===== config.mk =====
export PLATFORM = sky130hd
export DESIGN_NAME = dimmer_rf_remote_code_encoder
export DESIGN_NICKNAME = d
export VERILOG_FILES = /design/src/design/drce_pkg.sv /design/src/design/dimmer_rf_remote_code_encoder.sv /design/src/design/drce_front.sv /design/src/design/drce_queue.sv /design/src/design/drce_back.sv
export SDC_FILE = /design/constraint.sdc
export NUM_CORES = 1
export LEC_CHECK = 0
export BUFFER_PORTS_ARGS = -buffer_cell sky130_fd_sc_hd__buf_4
export CAP_MARGIN = 20
export CORE_MARGIN = 2
export CORE_UTILIZATION = 55
export DETAILED_ROUTE_END_ITERATION = 6
export PLACE_DENSITY_LB_ADDON = 0.25
export SLEW_MARGIN = 20
export SYNTH_ARGS = -nofsm -noshare
export SYNTH_HDL_FRONTEND = slang
export SYNTH_SLANG_ARGS = --single-unit

===== constraint.sdc =====
create_clock -name clk -period 5 [get_ports clk]
set_input_delay 1 -clock clk [delete_from_list [all_inputs] [get_ports clk]]
set_output_delay 1 -clock clk [all_outputs]
set_load 0.005 [all_outputs]

===== src/design/drce_pkg.sv =====
package drce_pkg;

	localparam int unsigned FRAME_BITS = 24;
	localparam int unsigned PRE_LEN    = 8;

	localparam logic [7:0] SYM_S     = 8'h53;
	localparam logic [7:0] SYM_T     = 8'h54;
	localparam logic [7:0] SYM_END   = 8'h2B;
	localparam logic [7:0] SHORT_RST = 8'd170;

	localparam logic [13:0] ADDR_ODD_MASK = 14'b10_1010_1010_1010;
	localparam logic [5:0]  LVL_EVEN_MASK = 6'b01_0101;

	localparam logic [1:0] STYLE_INSTANT = 2'd0;
	localparam logic [1:0] STYLE_FADE    = 2'd1;

	localparam logic [1:0] FADE_INSTANT = 2'b01;
	localparam logic [1:0] FADE_GRADUAL = 2'b11;

	typedef struct packed {
		logic [4:0] system_number;
		logic [3:0] channel_number;
		logic [3:0] dim_level;
		logic [1:0] dim_style;
	} cmd_t;

	typedef struct packed {
		logic [7:0] tx_byte;
		logic       last;
		logic       bad_args;
	} res_t;

	// One classified command: frame bits in send order, MSB goes first
	typedef struct packed {
		logic                  bad;
		logic [FRAME_BITS-1:0] frame;
	} job_t;

	typedef enum logic [1:0] {
		BK_IDLE,
		BK_PRE,
		BK_BITS,
		BK_END
	} back_state_t;

endpackage


===== src/design/dimmer_rf_remote_code_encoder.sv =====
// Dimmer RF remote code encoder. Pulse start with a command while busy is low;
// up to two commands are held in a queue ahead of the frame sequencer, and
// busy is high while that queue is full. Each symbol byte comes out on result
// for one cycle with result_valid high and cannot be held off. A valid
// command sends 37 to 45 bytes (eight preamble bytes, one byte per zero and
// two per one of the 24 frame bits, of which 4 to 12 are ones, one end byte),
// emitted by the sequencer at one byte per cycle; a rejected command gives
// one flagged result.
// Write short_symbol_byte through cfg_we/cfg_wdata only while idle.
module dimmer_rf_remote_code_encoder (
	input  logic           clk,
	input  logic           arst_n,
	input  logic           start,
	output logic           busy,
	input  drce_pkg::cmd_t cmd,
	input  logic           cfg_we,
	input  logic [7:0]     cfg_wdata,
	output logic           result_valid,
	output drce_pkg::res_t result
);
	import drce_pkg::*;

	logic [7:0] short_q;
	logic       push;
	logic       pop;
	logic       full;
	logic       not_empty;
	job_t       push_job;
	job_t       head;

	always_ff @(posedge clk or negedge arst_n) begin
		if (!arst_n)
			short_q <= SHORT_RST;
		else if (cfg_we)
			short_q <= cfg_wdata;
	end

	assign busy = full;

	drce_front u_front (
		.start (start),
		.full  (full),
		.cmd   (cmd),
		.push  (push),
		.job   (push_job)
	);

	drce_queue u_queue (
		.clk       (clk),
		.arst_n    (arst_n),
		.push      (push),
		.push_job  (push_job),
		.pop       (pop),
		.full      (full),
		.not_empty (not_empty),
		.head      (head)
	);

	drce_back u_back (
		.clk          (clk),
		.arst_n       (arst_n),
		.short_byte   (short_q),
		.not_empty    (not_empty),
		.head         (head),
		.pop          (pop),
		.result_valid (result_valid),
		.result       (result)
	);

endmodule


===== src/design/drce_front.sv =====
module drce_front (
	input  logic          start,
	input  logic          full,
	input  drce_pkg::cmd_t cmd,
	output logic          push,
	output drce_pkg::job_t job
);
	import drce_pkg::*;

	logic        bad;
	logic [3:0]  sys_m1;
	logic [9:0]  chan_hot;
	logic [13:0] addr;
	logic [3:0]  lv;
	logic [1:0]  fade;
	logic [5:0]  lcode;
	logic [5:0]  lcode_rev;
	logic        pa_odd;
	logic        pa_even;
	logic        pl_even;
	logic        pl_odd;

	always_comb begin
		bad = (cmd.system_number < 5'd1) || (cmd.system_number > 5'd16)
			|| (cmd.channel_number < 4'd1) || (cmd.channel_number > 4'd10)
			|| (cmd.dim_level > 4'd10)
			|| ((cmd.dim_style != STYLE_INSTANT) && (cmd.dim_style != STYLE_FADE));

		sys_m1 = 4'(cmd.system_number - 5'd1);

		// channel c lights bit 9-c, channel ten lights bit 9
		chan_hot = '0;
		if (cmd.channel_number == 4'd10)
			chan_hot[9] = 1'b1;
		else
			chan_hot = 10'b10_0000_0000 >> cmd.channel_number;

		addr = {sys_m1, chan_hot};

		unique case (cmd.dim_level)
			4'd0:    lv = 4'd10;
			4'd10:   lv = 4'd0;
			default: lv = cmd.dim_level;
		endcase
		fade  = (cmd.dim_style == STYLE_FADE) ? FADE_GRADUAL : FADE_INSTANT;
		lcode = {fade, lv};

		// level bits go out LSB first
		for (int i = 0; i < 6; i++)
			lcode_rev[i] = lcode[5 - i];

		// parity symbol is a one when its count is even
		pa_odd  = ~^(addr & ADDR_ODD_MASK);
		pa_even = ~^(addr & ~ADDR_ODD_MASK);
		pl_even = ~^(lcode & LVL_EVEN_MASK);
		pl_odd  = ~^(lcode & ~LVL_EVEN_MASK);

		job.bad   = bad;
		job.frame = {addr, pa_odd, pa_even, lcode_rev, pl_even, pl_odd};
		push      = start && !full;
	end

endmodule


===== src/design/drce_queue.sv =====
module drce_queue (
	input  logic           clk,
	input  logic           arst_n,
	input  logic           push,
	input  drce_pkg::job_t push_job,
	input  logic           pop,
	output logic           full,
	output logic           not_empty,
	output drce_pkg::job_t head
);
	import drce_pkg::*;

	job_t       mem_q [2];
	logic       wr_ptr_q;
	logic       rd_ptr_q;
	logic [1:0] cnt_q;

	assign full      = (cnt_q == 2'd2);
	assign not_empty = (cnt_q != 2'd0);
	assign head      = mem_q[rd_ptr_q];

	always_ff @(posedge clk) begin
		if (push)
			mem_q[wr_ptr_q] <= push_job;
	end

	always_ff @(posedge clk or negedge arst_n) begin
		if (!arst_n) begin
			wr_ptr_q <= 1'b0;
			rd_ptr_q <= 1'b0;
			cnt_q    <= 2'd0;
		end else begin
			if (push)
				wr_ptr_q <= ~wr_ptr_q;
			if (pop)
				rd_ptr_q <= ~rd_ptr_q;
			case ({push, pop})
				2'b10:   cnt_q <= cnt_q + 2'd1;
				2'b01:   cnt_q <= cnt_q - 2'd1;
				default: cnt_q <= cnt_q;
			endcase
		end
	end

	a_no_overflow: assert property (@(posedge clk) disable iff (!arst_n)
		!(push && full))
		else $error("queue written while full");

	a_no_underflow: assert property (@(posedge clk) disable iff (!arst_n)
		!(pop && !not_empty))
		else $error("queue read while empty");

endmodule


===== src/design/drce_back.sv =====
module drce_back (
	input  logic           clk,
	input  logic           arst_n,
	input  logic [7:0]     short_byte,
	input  logic           not_empty,
	input  drce_pkg::job_t head,
	output logic           pop,
	output logic           result_valid,
	output drce_pkg::res_t result
);
	import drce_pkg::*;

	back_state_t           state_q, state_d;
	logic [2:0]            pre_cnt_q, pre_cnt_d;
	logic [4:0]            idx_q, idx_d;
	logic                  half_q, half_d;
	logic [FRAME_BITS-1:0] bits_q, bits_d;
	logic                  vld_q, vld_d;
	res_t                  res_q, res_d;

	assign result_valid = vld_q;
	assign result       = res_q;

	always_ff @(posedge clk or negedge arst_n) begin
		if (!arst_n) begin
			state_q   <= BK_IDLE;
			pre_cnt_q <= '0;
			idx_q     <= '0;
			half_q    <= 1'b0;
			vld_q     <= 1'b0;
		end else begin
			state_q   <= state_d;
			pre_cnt_q <= pre_cnt_d;
			idx_q     <= idx_d;
			half_q    <= half_d;
			vld_q     <= vld_d;
		end
	end

	always_ff @(posedge clk) begin
		bits_q <= bits_d;
		res_q  <= res_d;
	end

	always_comb begin
		state_d   = state_q;
		pre_cnt_d = pre_cnt_q;
		idx_d     = idx_q;
		half_d    = half_q;
		bits_d    = bits_q;
		vld_d     = 1'b0;
		res_d     = res_q;
		pop       = 1'b0;

		unique case (state_q)
			BK_IDLE: begin
				if (not_empty) begin
					pop   = 1'b1;
					vld_d = 1'b1;
					if (head.bad) begin
						res_d = '{tx_byte: 8'd0, last: 1'b1, bad_args: 1'b1};
					end else begin
						res_d     = '{tx_byte: SYM_S, last: 1'b0, bad_args: 1'b0};
						bits_d    = head.frame;
						pre_cnt_d = 3'd1;
						state_d   = BK_PRE;
					end
				end
			end
			BK_PRE: begin
				vld_d = 1'b1;
				if (pre_cnt_q == 3'(PRE_LEN - 1)) begin
					res_d   = '{tx_byte: short_byte, last: 1'b0, bad_args: 1'b0};
					idx_d   = '0;
					half_d  = 1'b0;
					state_d = BK_BITS;
				end else begin
					res_d     = '{tx_byte: SYM_T, last: 1'b0, bad_args: 1'b0};
					pre_cnt_d = pre_cnt_q + 3'd1;
				end
			end
			BK_BITS: begin
				vld_d = 1'b1;
				if (bits_q[FRAME_BITS-1]) begin
					res_d  = '{tx_byte: SYM_T, last: 1'b0, bad_args: 1'b0};
					half_d = ~half_q;
				end else begin
					res_d = '{tx_byte: short_byte, last: 1'b0, bad_args: 1'b0};
				end
				// advance once the bit's symbol is complete
				if (!bits_q[FRAME_BITS-1] || half_q) begin
					half_d = 1'b0;
					bits_d = bits_q << 1;
					idx_d  = idx_q + 5'd1;
					if (idx_q == 5'(FRAME_BITS - 1))
						state_d = BK_END;
				end
			end
			BK_END: begin
				vld_d   = 1'b1;
				res_d   = '{tx_byte: SYM_END, last: 1'b1, bad_args: 1'b0};
				state_d = BK_IDLE;
			end
			default: state_d = BK_IDLE;
		endcase
	end

	a_bad_is_last: assert property (@(posedge clk) disable iff (!arst_n)
		result_valid && result.bad_args |-> result.last && (result.tx_byte == 8'd0))
		else $error("rejected command result malformed");

	a_pop_only_idle: assert property (@(posedge clk) disable iff (!arst_n)
		pop |-> (state_q == BK_IDLE))
		else $error("queue read while frame in progress");

	a_end_after_bits: assert property (@(posedge clk) disable iff (!arst_n)
		(state_q == BK_END) |-> $past(state_q) == BK_BITS)
		else $error("end symbol not preceded by frame bits");

	a_last_closes: assert property (@(posedge clk) disable iff (!arst_n)
		result_valid && result.last |-> state_q == BK_IDLE)
		else $error("last result while frame still running");

endmodule


# After elaboration in Yosys (flattened, before gate mapping)
# Memory sizes are Yosys's and may differ from the RTL's.
# Index checks and enable logic that the tools add are counted.
[word_totals]
register_bits = 58
ram_bits = 50
in_bits = 27
out_inout_bits = 12
elab_cells = 111
mem_count = 1
[op_classes]
addsub = 5
order_cmp = 5
n_eq_ne = 19
shift = 1
mux = 36
bitwise = 3
reduce_logical = 28
[memory_table]
columns = ["memory", "words", "width", "rd", "rd_clocked_by_memory_dff", "write_ports", "line", "rtl"]
rows = [
  ["u_queue.mem_q", 2, 25, 1, 0, 1, "drce_queue.sv:13", "job_t mem_q [2];"],
]
[ops]
columns = ["op", "n"]
rows = [
  ["$mux 24", 3],
  ["$pmux 24 s2", 1],
  ["$pmux 10 s4", 1],
  ["$mux 10", 3],
  ["$reduce_xnor 14->1", 2],
  ["$mux 9", 2],
  ["$mux 2", 6],
  ["$reduce_bool 2->1", 6],
  ["$reduce_xnor 6->1", 2],
  ["$mux 5", 2],
  ["$pmux 5 s2", 1],
  ["$shr 10x4->10 const A", 1],
  ["$mux 3", 3],
  ["$eq 2x2->1 const B", 4],
  ["$eq 4x4->1 const B", 2],
  ["$gt 4x4->1 const B", 2],
  ["$mux 1", 8],
  ["$ne 2x1->1 const B", 4],
  ["$pmux 2 s4", 1],
  ["$pmux 4 s2", 1],
  ["$reduce_and 4->1", 2],
  ["$eq 2x1->1 const B", 3],
  ["$logic_or 1x1->1", 6],
  ["$ne 2x2->1 const B", 3],
  ["22 further kinds", 28],
]

# Depth between registers and ports, before layout
[logic_depth]
ltp_word = 6
mapped_depth = 7
mapped_depth_nobuf = 7

# Cells and area by module
# A second synthesis with hierarchy kept.
[hier_totals]
hier_cells = 334
area_unflattened_um2 = 5021.1
[modules_own_cells]
columns = ["module", "instances", "cells_each", "area_each_um2", "seq_area_each_um2"]
rows = [
  ["drce_back", 1, 161, 2198.4, 1321.3],
  ["drce_queue", 1, 94, 2092.0, 1601.5],
  ["drce_front", 1, 62, 394.1, 0.0],
  ["dimmer_rf_remote_code_encoder", 1, 17, 336.6, 205.2],
]

# Worst setup path after synthesis
# OpenSTA, ideal clock, no wires.
[synth_timing]
path_kind = "reg-to-reg"
startpoint = "reg u_back.state_q[0]"
endpoint = "reg u_back.bits_q[0], enable pin"
setup_time_ps = 405
arrival_ps = 2334
t_required_ps = 4595
path_slack_ps = 2261
path_stages_with_launch = 7
n_path_buf = 2
period_less_slack_ps = 2739
path_cell_list = "dfrtp_1 -> inv_1 -> ha_1 -> clkbuf_1 -> clkbuf_1 -> nor2_1 -> nor2_1"
[synth_via]
elab_chain_len = 3
word_cells_on_any_way = 7
classes_between = "4 x eq/ne; 3 x reduce/logical"
[synth_rtl]
columns = ["item", "line", "rtl"]
rows = [
  ["start, declared", "drce_back.sv:13", "back_state_t state_q, state_d;"],
  ["start signal, assigned", "drce_back.sv:32", "state_q <= state_d;"],
  ["$eq 2x2->1 or $logic_not 2->1 (tied branches)", "drce_back.sv:55", "unique case (state_q)"],
  ["$ne 2x1->1 (no source line) (tied with other cells)", "n/a", ""],
  ["$reduce_and 4->1 (no source line) (*)", "n/a", ""],
  ["end signal, assigned", "drce_back.sv:41", "bits_q <= bits_d;"],
  ["end, declared", "drce_back.sv:17", "logic [FRAME_BITS-1:0] bits_q, bits_d;"],
]
# Every way passes the cells marked *; elsewhere a longest branch is shown, timed or not.
# A chain may end at the register's enable or synchronous reset.

# Final worst setup path
[layout_timing]
startpoint = "reg u_back.state_q[0]"
endpoint = "reg u_back.bits_q[18], enable pin"
# Same word-level chain as after synthesis.

==> results.sh <==
export IMPL_dp_slack_ns=1.89
export IMPL_cts_tree="built"
export IMPL_min_path_cells=1
export IMPL_finalPower_mw=2.96
export IMPL_synth_compound_area_share_pct=8.00
export IMPL_synth_flop_cell="edfxtp_1"
export IMPL_vdd_ir_drop_max_v=0.000236
export IMPL_antenna_found_initial=0
export IMPL_synthesis_nets=388
export IMPL_final_common_cell="edfxtp_1"
export IMPL_grt_pass1_wl_microns=12300
export IMPL_htree_levels=3
export IMPL_areaGrowthSynthToFinish_pct=11.4
export IMPL_fin_util_pct=63.1
export IMPL_cp_required_ns=4.99
export IMPL_vias_per_cell=5.40
export IMPL_rsz0062_at_grt="false"
export IMPL_cts_buffers=9
export IMPL_maxSlewHeadroom_pct=41.1
export IMPL_drc_errors=0
export IMPL_grt_pass1_vias=2539
export IMPL_grt_usage_pct=18.0
export IMPL_antennaDiodeCount=0
export IMPL_critical_path_class="register to register"
export IMPL_die_x_microns=95.7
export IMPL_multiInputGateArea_sq_um=1450
export IMPL_crit_path_end_kind="register"
export IMPL_nets=421
export IMPL_rows=33
export IMPL_start_util_pct=56.6
export IMPL_post_drt_wl_per_cell_microns=15.3
export IMPL_drt_first_pass_iters=4
export IMPL_hold_viol_final=0
export IMPL_vias=2675
export IMPL_drv_cap=0
export IMPL_seq_area_frac_synth_pct=66.3
export IMPL_setup_viol=0
export IMPL_clock_latency_ns=0.35
export IMPL_setup_tns_ns=0
export IMPL_regArea_sq_um=3070
export IMPL_synth_xor_area_share_pct=2.84
export IMPL_globalRouteOverflowTotal=0
export IMPL_cts_hold_buf=0
export IMPL_dp_hpwl_microns=5100
export IMPL_p_leak_nw=1.99
export IMPL_synth_adder_area_share_pct=2.43
export IMPL_syn_area_per_cell_sq_um=13.2
export IMPL_synth_simple_area_share_pct=9.86
export IMPL_wirelength_microns=7590
export IMPL_clock_skew_final_ns=0.0103
export IMPL_tightest_slew_ns=0.883
export IMPL_yosysUniqueCellTypes=41
export IMPL_postCtsSetupBuffers=0
export IMPL_synth_warnings=0
export IMPL_hold_class="register to register"
export IMPL_dp_cells=479
export IMPL_fmax_mhz=364
export IMPL_path_max_fanout=32
export IMPL_min_period_ns=2.75
export IMPL_drtIter0Drc=109
export IMPL_dieArea_sq_um=9170
export IMPL_die_height_microns=95.7
export IMPL_io_buffers=38
export IMPL_cts_root_buf="clkbuf_8"
export IMPL_layout_drive_gt1_share_pct=19.0
export IMPL_syn_cell_area_sq_um=4630
export IMPL_fin_cells=495
export IMPL_core_sq_um=8180
export IMPL_p_per_area_nw_per_um2=574
export IMPL_ctsResizeCount=0
export IMPL_netlist_instances=352
export IMPL_ant_nets=0
export IMPL_status="completed"
export IMPL_pin_count=39
export IMPL_synth_top_family_by_area="simple AND/OR/NAND/NOR gates"
export IMPL_nFillCells=645
export IMPL_synthMuxAreaShare_pct=8.03
export IMPL_cts_sinks=106
export IMPL_grt_max_degree=33
export IMPL_synth_seq_cells=106
export IMPL_ys_async_sr_fraction_pct=22.6
export IMPL_finalCritPeriodShare_pct=54.9
export IMPL_synth_edf_count=82
export IMPL_drv_slew=0
export IMPL_crit_arrival_ns=2.73
export IMPL_clockBufferDepth=2
export IMPL_reg2regPathDepth=5
export IMPL_cp_start_kind="register"
export IMPL_cts_clk_slew_worst_paths_ns=0.10
export IMPL_gp_congestion=0.755
export IMPL_fin_ws_ns=2.25
export IMPL_layout_common_cells="edfxtp_1, nand2_1, buf_4"
==> cells by family after synthesis <==
logic type / Yosys count
DFF: 106
AOI/OAI and AO/OA: 61
buffers and inverters: 29
and+or+nand+nor: 97
xor gates and xnor gates: 15
muxes: 35
adders and majority gates: 9
==> cells in the mapped netlist, drive strengths merged (5+ instances only) <==
library cell  instances  area share [%]
mux2i                24             5.2
dfrtp                20              11
xnor2                 9             1.7
nor2b                 5            0.68
nand2b               10             1.4
ha                    9             2.4
nor3                  8            0.86
a21oi                11             1.2
inv                  10            0.81
nor2                 18             1.5
clkbuf               16             1.3
o21ai                34             3.9
nand2                42             3.4
xor2                  6             1.1
edfxtp               82              53
mux2                 11             2.8
==> sequential cells by signal (all words and copies together) (netlist names), 2 cells and up <==
signal / flops
short_q: 8
u_back.bits_q: 24
u_back.idx_q: 5
u_back.pre_cnt_q: 3
u_back.result: 10
u_back.state_q: 2
u_queue.cnt_q: 2
u_queue.mem_q: 48
==> area by class of cell <==
type	count	area share [%]
Sequential cell	106	59.5
Timing Repair Buffer	41	5.97
Tap cell	105	2.55
Inverter	10	0.728
Clock buffer	14	2.77
Multi-Input combinational cell	217	28.2
Clock inverter	2	0.315
==> layer usage <==
metal	track usage [%]	routed length, microns	vias to the layer above
li1	-	-	1327
met4	7.86	129	0
met2	28.2	3550	52
met1	24.8	3630	1286
met3	3.52	280	10
met5	0	0	-
==> worst max-delay path: stages (launching register included) <==
cell and delay (ns):
dfrtp_1 0.41, inv_1 0.11, ha_1 0.75, buf_4 0.40, nor2_1 0.14, nor2_4 0.57
==> worst paths after layout <==
| check | from | end | slack, ns |
|---|---|---|---|
| min | u_back.bits_q[2] | u_back.bits_q[3] | 0.50 |
| max in group asynchronous | arst_n | short_q[5] | 4.17 |
| min in group asynchronous | arst_n | u_back.pre_cnt_q[0] | 0.53 |
| max reg2reg | u_back.state_q[0] | u_back.bits_q[18] | 2.25 |
| min reg2reg | u_back.bits_q[2] | u_back.bits_q[3] | 0.50 |
| max | u_back.state_q[0] | u_back.bits_q[18] | 2.25 |
==> power breakdown <==
group	internal [mW]	total, mW	switching, mW
logic	0.402	1.02	0.620
clock network	0.184	0.451	0.267
registers	1.38	1.49	0.112
total	1.96	2.96	0.999
==> through the flow <==
| step | hold WS (ns) | cell area (sq um) |
|---|---|---|
| floorplan | 0.461 | 4630 |
| global route | 0.525 | 5160 |
| detailed placement | 0.488 | 4990 |
| CTS | 0.508 | 5150 |
| global placement | 0.482 | 4990 |
| finish | 0.500 | 5160 |
Note: power is estimated with default switching activity, not from simulation.
